## src/sv/qrt_pkg.sv

```systemverilog
// Shared constants, types and width helpers for the quaternion rigid transform.
`timescale 1ns / 1ps
`default_nettype none

package qrt_pkg;

    // Default quaternion fraction bits (Q2.14)
    localparam int QUAT_FRAC_BITS_DEF = 14;

    // Fixed field widths
    localparam int COORD_W = 32;
    localparam int QUAT_W  = 16;
    localparam int VEC_W   = COORD_W + 1;  // point minus position, exact
    localparam int UVEC_W  = QUAT_W + 1;   // negated quaternion part, exact
    localparam int ADDR_W  = 5;
    localparam int DATA_W  = 32;

    // Opcodes
    localparam logic OP_FORWARD = 1'b0;
    localparam logic OP_INVERSE = 1'b1;

    // Register indexes (byte address / 4)
    typedef enum logic [2:0] {
        REG_POS_X,
        REG_POS_Y,
        REG_POS_Z,
        REG_QUAT_W,
        REG_QUAT_X,
        REG_QUAT_Y,
        REG_QUAT_Z
    } reg_idx_t;

    // Pose registers as seen by the datapath
    typedef struct packed {
        logic [COORD_W-1:0] pos_x;
        logic [COORD_W-1:0] pos_y;
        logic [COORD_W-1:0] pos_z;
        logic [DATA_W-1:0]  quat_w;
        logic [QUAT_W-1:0]  quat_x;
        logic [QUAT_W-1:0]  quat_y;
        logic [QUAT_W-1:0]  quat_z;
    } cfg_t;

    // Scalar part width: must hold the reset value 1.0 at any fraction width
    function automatic int quat_w_width(input int qf);
        return (qf + 2 > QUAT_W) ? qf + 2 : QUAT_W;
    endfunction

    // Width of the rounded vector t = 2 (u x v)
    function automatic int t_width(input int qf);
        return UVEC_W + VEC_W + 3 - qf;
    endfunction

    // Width of the second multiplier rank operand (scalar or vector part)
    function automatic int mul2_width(input int qf);
        return (quat_w_width(qf) > UVEC_W) ? quat_w_width(qf) : UVEC_W;
    endfunction

    // Width of the rotated-and-translated result before clipping
    function automatic int out_width(input int qf);
        int rw;
        begin
            rw = mul2_width(qf) + t_width(qf) + 3 - qf;
            return ((rw > VEC_W) ? rw : VEC_W) + 2;
        end
    endfunction

endpackage

`default_nettype wire

```

## src/sv/qrt_regs.sv

```systemverilog
// APB register file holding the pose: translation and quaternion.
`timescale 1ns / 1ps
`default_nettype none

module qrt_regs #(
    parameter int QUAT_FRAC_BITS = qrt_pkg::QUAT_FRAC_BITS_DEF
) (
    input  wire logic                        clk,
    input  wire logic                        rst_n,
    input  wire logic                        psel,
    input  wire logic                        penable,
    input  wire logic                        pwrite,
    input  wire logic [qrt_pkg::ADDR_W-1:0]  paddr,
    input  wire logic [qrt_pkg::DATA_W-1:0]  pwdata,
    output logic      [qrt_pkg::DATA_W-1:0]  prdata,
    output logic                             pready,
    output qrt_pkg::cfg_t                    cfg
);

    localparam int QW = qrt_pkg::quat_w_width(QUAT_FRAC_BITS);
    localparam logic [QW-1:0] QUAT_ONE = QW'(1) << QUAT_FRAC_BITS;

    logic [qrt_pkg::COORD_W-1:0] pos_x_reg, pos_x_next;
    logic [qrt_pkg::COORD_W-1:0] pos_y_reg, pos_y_next;
    logic [qrt_pkg::COORD_W-1:0] pos_z_reg, pos_z_next;
    logic [QW-1:0]               quat_w_reg, quat_w_next;
    logic [qrt_pkg::QUAT_W-1:0]  quat_x_reg, quat_x_next;
    logic [qrt_pkg::QUAT_W-1:0]  quat_y_reg, quat_y_next;
    logic [qrt_pkg::QUAT_W-1:0]  quat_z_reg, quat_z_next;

    logic               wr_en;
    qrt_pkg::reg_idx_t  idx;

    assign pready = 1'b1;
    assign wr_en  = psel & penable & pwrite;
    assign idx    = qrt_pkg::reg_idx_t'(paddr[qrt_pkg::ADDR_W-1:2]);

    // Decode the write
    always_comb
    begin
        pos_x_next  = pos_x_reg;
        pos_y_next  = pos_y_reg;
        pos_z_next  = pos_z_reg;
        quat_w_next = quat_w_reg;
        quat_x_next = quat_x_reg;
        quat_y_next = quat_y_reg;
        quat_z_next = quat_z_reg;
        if (wr_en)
        begin
            case (idx)
                qrt_pkg::REG_POS_X:  pos_x_next  = pwdata;
                qrt_pkg::REG_POS_Y:  pos_y_next  = pwdata;
                qrt_pkg::REG_POS_Z:  pos_z_next  = pwdata;
                qrt_pkg::REG_QUAT_W: quat_w_next = QW'($signed(pwdata[qrt_pkg::QUAT_W-1:0]));
                qrt_pkg::REG_QUAT_X: quat_x_next = pwdata[qrt_pkg::QUAT_W-1:0];
                qrt_pkg::REG_QUAT_Y: quat_y_next = pwdata[qrt_pkg::QUAT_W-1:0];
                qrt_pkg::REG_QUAT_Z: quat_z_next = pwdata[qrt_pkg::QUAT_W-1:0];
                default:             ;
            endcase
        end
    end

    always_ff @(posedge clk or negedge rst_n)
    begin
        if (!rst_n)
        begin
            pos_x_reg  <= '0;
            pos_y_reg  <= '0;
            pos_z_reg  <= '0;
            quat_w_reg <= QUAT_ONE;
            quat_x_reg <= '0;
            quat_y_reg <= '0;
            quat_z_reg <= '0;
        end
        else
        begin
            pos_x_reg  <= pos_x_next;
            pos_y_reg  <= pos_y_next;
            pos_z_reg  <= pos_z_next;
            quat_w_reg <= quat_w_next;
            quat_x_reg <= quat_x_next;
            quat_y_reg <= quat_y_next;
            quat_z_reg <= quat_z_next;
        end
    end

    // Read back, sign-extended
    always_comb
    begin
        case (idx)
            qrt_pkg::REG_POS_X:  prdata = pos_x_reg;
            qrt_pkg::REG_POS_Y:  prdata = pos_y_reg;
            qrt_pkg::REG_POS_Z:  prdata = pos_z_reg;
            qrt_pkg::REG_QUAT_W: prdata = qrt_pkg::DATA_W'($signed(quat_w_reg));
            qrt_pkg::REG_QUAT_X: prdata = qrt_pkg::DATA_W'($signed(quat_x_reg));
            qrt_pkg::REG_QUAT_Y: prdata = qrt_pkg::DATA_W'($signed(quat_y_reg));
            qrt_pkg::REG_QUAT_Z: prdata = qrt_pkg::DATA_W'($signed(quat_z_reg));
            default:             prdata = '0;
        endcase
    end

    // Hand the pose to the datapath
    always_comb
    begin
        cfg.pos_x  = pos_x_reg;
        cfg.pos_y  = pos_y_reg;
        cfg.pos_z  = pos_z_reg;
        cfg.quat_w = qrt_pkg::DATA_W'($signed(quat_w_reg));
        cfg.quat_x = quat_x_reg;
        cfg.quat_y = quat_y_reg;
        cfg.quat_z = quat_z_reg;
    end

endmodule

`default_nettype wire

```

## config.mk

```make
export PLATFORM = sky130hd
export DESIGN_NAME = qrt_regs
export DESIGN_NICKNAME = d
export VERILOG_FILES = /design/src/sv/qrt_pkg.sv /design/src/sv/qrt_regs.sv
export SDC_FILE = /design/constraint.sdc
export NUM_CORES = 1
export LEC_CHECK = 0
export ABC_AREA = 1
export BUFFER_PORTS_ARGS = -buffer_cell sky130_fd_sc_hd__buf_2
export CAP_MARGIN = 10
export CORE_MARGIN = 1.5
export CORE_UTILIZATION = 47
export DETAILED_ROUTE_END_ITERATION = 7
export HOLD_SLACK_MARGIN = 0.02
export PLACE_DENSITY = 0.77
export SYNTH_ARGS = -nofsm -noshare
export SYNTH_HDL_FRONTEND = slang
export SYNTH_SLANG_ARGS = --single-unit
```

## constraint.sdc

```tcl
create_clock -name clk -period 1.16 [get_ports clk]
set_input_delay 0.116 -clock clk [delete_from_list [all_inputs] [get_ports clk]]
set_output_delay 0.116 -clock clk [all_outputs]
set_load 0.005 [all_outputs]
```

==> results of run 1 <==
[Yosys cell counts]
cell type | count | area (µm²)
nor2_2 | 4 | 25.02
nand3_1 | 49 | 245.2
conb_1 | 1 | 3.750
buf_4 | 23 | 172.7
buf_1 | 15 | 56.30
o21ai_1 | 12 | 60.06
inv_2 | 2 | 7.510
buf_2 | 25 | 125.1
nor2_4 | 5 | 56.30
dfrtp_1 | 159 | 3979
inv_1 | 33 | 123.9
nand2_2 | 1 | 6.260
o21ai_0 | 148 | 740.7
nand2_1 | 385 | 1445
nor2_1 | 79 | 296.5
clkbuf_1 | 34 | 127.6
dfstp_2 | 1 | 26.28
buf_6 | 1 | 11.26
nand3_2 | 5 | 50.05
nand4_1 | 80 | 500.5
[critical path, stage by stage, from the launching register on]
cell,delay (ns)
dfrtp_2,0.41
nand4_1,0.10
nand2_2,0.09
nor2_4,0.18
clkbuf_16,0.19
nand2_1,0.05
buf_2,0.13
[per-stage QoR]
step	hold slack [ns]	setup TNS, ns	power, mW	cells
2_1_floorplan	-0.1796	0	9.192	1062
3_3_place_gp	0.01579	-25.42	11.43	1503
3_5_place_dp	0.01477	-30.92	11.56	1503
4_1_cts	0.1243	-14.84	18.18	1613
5_1_grt	0.1377	-20.47	19.66	1634
6_report	0.1326	-16.55	18.81	1634
[repair_timing]
action / CTS / global route
setup buffers: 47 / 42
hold endpoints to repair: 296 / 0
hold buffers: 33 / 0
resized for setup: 79 / 62
cloned: 0 / 2
pin swaps: 28 / 21
setup endpoints to repair: 53 / 94
[where the power goes]
part | total [mW] | internal, mW | switching [mW] | leakage, nW
combinational | 5.71 | 2.90 | 2.81 | 4.22
clock | 5.61 | 3.23 | 2.39 | 0.279
sequential | 7.48 | 6.68 | 0.799 | 2.02
[cell type report]
| type | instances | area, µm² | area share, % |
|---|---|---|---|
| clock inverters | 13 | 137.6 | 1.151 |
| clock buffers | 19 | 442.9 | 3.704 |
| well taps | 220 | 275.3 | 2.302 |
| multi-input cells | 769 | 3522 | 29.46 |
| inverters | 35 | 131.4 | 1.099 |
| flip-flops and latches | 160 | 4006 | 33.51 |
| repair buffers | 418 | 3441 | 28.78 |
[cells by family (layout without fill, tap and decap cells)]
logic type / count (synthesis) / after routing / share of synthesized area [%]
other: 1 / 1 / 0.04653
buffers and inverters: 133 / 485 / 7.747
AND/OR/NAND/NOR: 608 / 608 / 32.57
flip-flops: 160 / 160 / 49.70
AO/OA/AOI/OAI: 160 / 160 / 9.936
[path summary, 6_finish.rpt]
| check | slack (ns) | endpoint | startpoint | cells past startpoint |
|---|---|---|---|---|
| worst max register to register | -0.07 | quat_w_reg[15]$_DFFE_PN0P_ | quat_w_reg[15]$_DFFE_PN0P_ | 6 |
| worst min-delay path | 0.13 | pos_y_reg[14]$_DFFE_PN0P_ | rst_n | 2 |
| worst min register to register | 0.52 | pos_x_reg[31]$_DFFE_PN0P_ | pos_x_reg[31]$_DFFE_PN0P_ | 2 |
| worst max-delay path | -0.52 | prdata[29] | quat_w_reg[15]$_DFFE_PN0P_ | 6 |
| max in group asynchronous | 0.47 | quat_y_reg[11]$_DFFE_PN0P_ | rst_n | 3 |
| min in group clk | 0.28 | pos_x_reg[30]$_DFFE_PN0P_ | penable | 5 |
[per-layer routing]
layer	up-vias	share of wire, %	wire length, µm	global-route usage [%]
met2	615	47	14760	54.35
met3	143	10	3118	8.806
met4	0	5.4	1675	18.78
li1	4159	-	-	-
met1	4388	37	11580	40.78
met5	-	0	0	0
==> impl_metrics.toml, run 1 <==
[run_status]
outcome = "complete, but fails checks"
violations = "setup timing"

[sta]
rsz0062_at_grt = "true"
fin_crit_sh_pct = 145.0
period_needed_ns = 1.683
report.final.hold_viol_count = 0
fin_ws_ns = -0.5225
fmax_mhz = 594.3
drv_slew = 0
fin_worst_skew_ns = 0
finalSetupViolCount = 95

[layout]
final_common_cell = "nand2_1"
num_antenna_cells = 0
final_util_pct = 71.84
syn_to_final_growth_pct = 48.36
design_area_um2 = 11960
layout_common_cells = "376 x nand2_1, 199 x buf_2, 158 x dfrtp_1"
fillers = 1228
final_nets = 1443
drive_gt1_share_pct = 32.32

[global_route]
grt_use_total_pct = 33.54
grt_antenna_before_repair = 0
gr-total-overflow = 0
grt_max_degree = 48
grt_pass1_wl_mm = 46.92
grt_pass1_vias = 9061

[setup_path]
cp.arrival_ns = 1.57
cp-start-kind = "flop"
crit_type = "reg2out"
crit_path_end_kind = "output pin"
critical_path_required_ns = 1.04
cp_max_fo = 8

[clock_tree]
cts_tree = "built"
cts_buffer_depth = 2
clk-insertion-delay-late_ns = 0.42
clock_sinks = 160
clock-root-buffer = "clkbuf_16"
cts_inserted_buffers = 17
cts_htree_levels = 4
cts.clk_slew.worst_paths_ns = 0.07

[synthesis]
synth.cell_area_um2 = 8059
ys_seq_area_share_pct = 49.70
syn_area_per_cell_um2 = 7.588
ys_ff_latch = 160
synth_cells = 1062
yosysWarnings = 0
synth_nets = 1104
synth_cell_type_count = 20

[floorplan]
row_count = 47
io_pins = 251
dieArea_um2 = 17940
die_h_um = 133.9
core_um2 = 16640
die_w_um = 133.9
start_util_pct = 48.42

[power]
peakVddDrop_uv = 1201
p_per_area_nw_per_um2 = 1573
p_leak_nw = 6.518

[hold_path]
hold_class = "in2async"

[detailed_routing]
routed_wl_mm = 31.13
drtIter0Drc = 995
num_vias = 9305
remaining_drc_errors = 0
drt-wirelength-per-cell_um = 19.05
first_pass_iters = 5
via_per_inst = 5.695
drtAntennaViolNets = 0

[place]
place_area_um2 = 9961
gp_congestion = 0.9101
dp_hpwl_mm = 18.91
post-place-ws_ns = -0.2854
portBuffers = 247

[flow_run]
maxCapViolCount = 0
(Power assumes the default switching activity.)
==> run 2, diff against run 1 <==
--- a/config.mk
+++ b/config.mk
@@ -12,7 +12,7 @@
 export CORE_UTILIZATION = 47
 export DETAILED_ROUTE_END_ITERATION = 7
 export HOLD_SLACK_MARGIN = 0.02
-export PLACE_DENSITY = 0.77
+export PLACE_DENSITY_LB_ADDON = 0.3
 export SYNTH_ARGS = -nofsm -noshare
 export SYNTH_HDL_FRONTEND = slang
 export SYNTH_SLANG_ARGS = --single-unit
==> run 2 against run 1 <==
Against the previous run: the run still ends with setup timing left; clock skew unchanged; hold slack got worse by 0.10 ns; power is 1.9% higher; first-iteration DRC count shrank 23%; critical endpoint is now prdata[22]; cell count up 0.55%; largest cell class unchanged; critical path depth unchanged.
==> impl_metrics.toml, run 2 (synthesized netlist as in run 1, its figures left out) <==
[run_status]
outcome = "complete, but fails checks"
violations = "setup timing"

[sta]
report.final.hold_viol_count = 0
fin_crit_sh_pct = 143.4
drv_slew = 0
period_needed_ns = 1.664
fin_worst_skew_ns = 0
hold_ws_ns = 0.03122
fin_ws_ns = -0.5040
rsz0062_at_grt = "true"
finalSetupViolCount = 104
tns_ns = -15.40
fmax_mhz = 601.0

[global_route]
gr-total-overflow = 0
grt_antenna_before_repair = 0
grt_pass1_vias = 8661
grt_pass1_wl_mm = 45.48
grt_max_degree = 41
grt_use_total_pct = 32.64

[layout]
fillers = 1271
instances_no_fill = 1643
design_area_um2 = 12040
multiInputGateArea_um2 = 3510
regArea_um2 = 4006
layout_common_cells = "377 x nand2_1, 190 x buf_2, 158 x dfrtp_1"
num_antenna_cells = 0
syn_to_final_growth_pct = 49.40
final_common_cell = "nand2_1"
final_nets = 1452
drive_gt1_share_pct = 32.75
final_util_pct = 72.35

[place]
dp_hpwl_mm = 19.75
portBuffers = 247
gp_congestion = 0.9372
place_area_um2 = 9921
place_inst = 1511
post-place-ws_ns = -0.2499

[setup_path]
crit_family = "simple AND/OR/NAND/NOR gates"
worst-path-buf-inv = 2
cp_max_fo = 8
crit_chain = "nand4_1 > nand2_2 > nor2_4 > clkbuf_16 > nand2_1 > buf_2"
critical_path_required_ns = 1.04
crit_start = "quat_w_reg[15]$_DFFE_PN0P_"
max_stage_delay_ns = 0.40
critPathSlowestCell = "dfrtp_2"
crit_type = "reg2out"
cp-start-kind = "flop"
crit_path_end_kind = "output pin"
cp.arrival_ns = 1.55
reg2reg_from = "quat_y_reg[0]$_DFFE_PN0P_"

[detailed_routing]
first_pass_iters = 6
remaining_drc_errors = 0
routed_wl_mm = 30.28
drtAntennaViolNets = 0
num_vias = 9252
drtIter0Drc = 765
via_per_inst = 5.631
drt-wirelength-per-cell_um = 18.43

[clock_tree]
cts_tree = "built"
cts_inserted_buffers = 17
cts_htree_levels = 4
cts.clk_slew.worst_paths_ns = 0.06
cts_buffer_depth = 2
clk-insertion-delay-late_ns = 0.43
clock_sinks = 160
clock-root-buffer = "clkbuf_16"

[floorplan]
die_w_um = 133.9
die_h_um = 133.9
dieArea_um2 = 17940
core_um2 = 16640
row_count = 47
io_pins = 251
start_util_pct = 48.42

[hold_path]
hp-start = "pwdata[15]"
hold_class = "in2reg"

[flow_run]
maxCapViolCount = 0

[power]
p_per_area_nw_per_um2 = 1591
p_leak_nw = 6.571
finalPower_mw = 19.16
peakVddDrop_uv = 1236
## run 2: cell type report
type | instances | share of cell area (%)
tap | 220 | 2.286
inverter | 35 | 1.091
timing repair buffer | 427 | 29.07
multi-input combinational | 769 | 29.15
sequential | 160 | 33.27
clock buffer | 18 | 3.648
clock inverter | 14 | 1.486
## run 2: path summary, 6_finish.rpt
check                           slack [ns]                          to  depth (start not counted)
worst min register to register        0.52   pos_x_reg[29]$_DFFE_PN0P_                          2
worst max-delay path                 -0.50                  prdata[22]                          6
min in group asynchronous             0.10   quat_x_reg[9]$_DFFE_PN0P_                          2
worst min-delay path                  0.03   pos_x_reg[15]$_DFFE_PN0P_                          3
worst max register to register        0.21   quat_y_reg[0]$_DFFE_PN0P_                          4
max in group asynchronous             0.48  quat_w_reg[14]$_DFFE_PN1P_                          3
## run 2: power by group
part	switching [mW]	internal (mW)	total [mW]
Sequential	0.800	6.68	7.48
Combinational	2.74	2.99	5.73
Clock	2.46	3.49	5.95
## run 2: tightest hold or removal path, stage by stage
cell	delay [ns]
buf_2	0.17
nand2_1	0.09
nand2_1	0.05
## run 2: metal layers
metal	GRT usage, %	vias up	wire [µm]
li1	-	4179	-
met1	40.98	4425	11550
met2	54.24	554	14930
met3	5.820	94	2588
met4	16.67	0	1206
met5	0	-	0
## run 2: what timing repair did
| action | in CTS | in global routing |
|---|---|---|
| endpoints found under the setup margin | 53 | 101 |
| gates resized for setup | 65 | 88 |
| endpoints found under the hold margin | 296 | 0 |
| setup buffers | 52 | 35 |
| gates cloned | 0 | 1 |
| pin swaps | 30 | 30 |
| hold buffers | 32 | 0 |
==> run 3, diff against run 2 <==
==> constraint.sdc (replaced) <==
create_clock -name clk -period 1.53 [get_ports clk]
set_input_delay 0.153 -clock clk [delete_from_list [all_inputs] [get_ports clk]]
set_output_delay 0.153 -clock clk [all_outputs]
set_load 0.005 [all_outputs]
==> run 3 against run 2 <==
Against the previous run: the flow still finishes with violations (setup timing); utilization is 8.4 points lower; first-iteration DRC count shrank 8.6%; hold slack barely moved; critical path type unchanged; highest routed layer unchanged.
==> impl_metrics.toml, run 3 (synthesized netlist as in run 1, its figures left out) <==
[run_status]
outcome = "complete, but fails checks"
violations = "setup timing"

[layout]
final_common_cell = "nand2_1"
layout_common_cells = "382 x nand2_1, 246 x buf_2, 159 x dfrtp_1"
num_antenna_cells = 0
final_nets = 1352
drive_gt1_share_pct = 27.51
syn_to_final_growth_pct = 32.03

[sta]
fin_crit_sh_pct = 108.7
period_needed_ns = 1.663
drv_slew = 0
rsz0062_at_grt = "true"
tns_ns = -1.794
report.final.hold_viol_count = 0
fin_ws_ns = -0.1332
finalSetupViolCount = 17
fin_worst_skew_ns = 0
fmax_mhz = 601.3

[global_route]
grt_use_total_pct = 30.66
grt_pass1_wl_mm = 42.78
gr-total-overflow = 0
grt_max_degree = 54
grt_antenna_before_repair = 0
grt_pass1_vias = 7940

[detailed_routing]
drt-wirelength-per-cell_um = 17.77
first_pass_iters = 5
drtAntennaViolNets = 0
routed_wl_mm = 27.42
remaining_drc_errors = 0
drtIter0Drc = 699
num_vias = 8469
via_per_inst = 5.489

[power]
p_leak_nw = 5.947
p_per_area_nw_per_um2 = 1289
finalPower_mw = 13.72
peakVddDrop_uv = 764.0

[floorplan]
die_h_um = 133.9
die_w_um = 133.9
dieArea_um2 = 17940
start_util_pct = 48.42
io_pins = 251
row_count = 47
core_um2 = 16640

[setup_path]
crit_chain = "nand4_1 > nand2_2 > nor2_4 > buf_12 > nand2_1 > buf_2"
cp-start-kind = "flop"
cp.arrival_ns = 1.51
cp_max_fo = 17
critical_path_required_ns = 1.38
max_stage_delay_ns = 0.41
crit_family = "flip-flops"
crit_path_end_kind = "output pin"
crit_type = "reg2out"
worst-path-buf-inv = 2
critPathSlowestCell = "dfrtp_1"

[place]
dp_hpwl_mm = 18.84
portBuffers = 247
gp_congestion = 0.9536

[hold_path]
hold_class = "in2reg"

[clock_tree]
cts.clk_slew.worst_paths_ns = 0.06
cts_tree = "built"
clk-insertion-delay-late_ns = 0.43
cts_buffer_depth = 2
cts_inserted_buffers = 17
clock_sinks = 160
cts_htree_levels = 4
clock-root-buffer = "clkbuf_16"

[flow_run]
maxCapViolCount = 0
run 3: tightest hold or removal path, cell delays in order:
cell,delay [ns]
buf_2,0.15
nand2_1,0.08
nand2_1,0.04
run 3: final cells by class:
cell class	instances	area, µm²
sequential	160	4005
inverter	35	131.4
fill	1420	6002
tap	220	275.3
clock inverter	9	201.4
multi-input combinational	769	3470
clock buffer	23	488.0
timing repair buffer	327	2069
run 3: final timing paths:
path	from	end	slack (ns)	cells past startpoint
min in group asynchronous	rst_n	pos_y_reg[8]$_DFFE_PN0P_	0.16	2
worst min-delay path	pwdata[4]	quat_x_reg[4]$_DFFE_PN0P_	0.03	3
worst min register to register	quat_w_reg[14]$_DFFE_PN1P_	quat_w_reg[14]$_DFFE_PN1P_	0.49	2
worst max-delay path	quat_y_reg[15]$_DFFE_PN0P_	prdata[29]	-0.13	6
worst max register to register	quat_w_reg[15]$_DFFE_PN0P_	quat_w_reg[15]$_DFFE_PN0P_	0.72	3
max in group asynchronous	rst_n	quat_w_reg[14]$_DFFE_PN1P_	0.74	3
run 3: repair_timing:
action	4_1_cts	5_1_grt
gates resized for setup	1	7
hold buffers	19	0
endpoints found under the setup margin	17	24
cloned	0	0
pin swaps	2	4
endpoints found under the hold margin	209	0
setup buffers	1	5
run 3: report_power, final:
part / total, mW / switching (mW) / internal, mW
combinational: 3.06 / 1.73 / 1.33
sequential: 5.67 / 0.603 / 5.07
clock: 4.99 / 1.75 / 3.24
run 3: per-layer routing:
metal,wire [µm],share of wire [%],global-route usage [%],up-vias
met2,13020,47,49.66,429
met5,0,0,0,-
met1,10970,40,39.32,4000
li1,-,-,-,3968
met4,1109,4.0,14.43,0
met3,2320,8.5,6.689,72
run 3: per-stage QoR:
stage | worst slack, ns | instances | cell area [µm²] | hold slack [ns] | utilization [%]
floorplan | 0.2379 | 1062 | 8059 | -0.1426 | -
global route | -0.2129 | 1543 | 10640 | 0.02728 | 63.93
finish | -0.1332 | 1543 | 10640 | 0.03110 | 63.93
global placement | 0.04639 | 1486 | 9682 | 0.04944 | 58.18
CTS | -0.1004 | 1538 | 10580 | 0.02256 | 63.60
detailed placement | 0.004838 | 1486 | 9682 | 0.04901 | 58.18
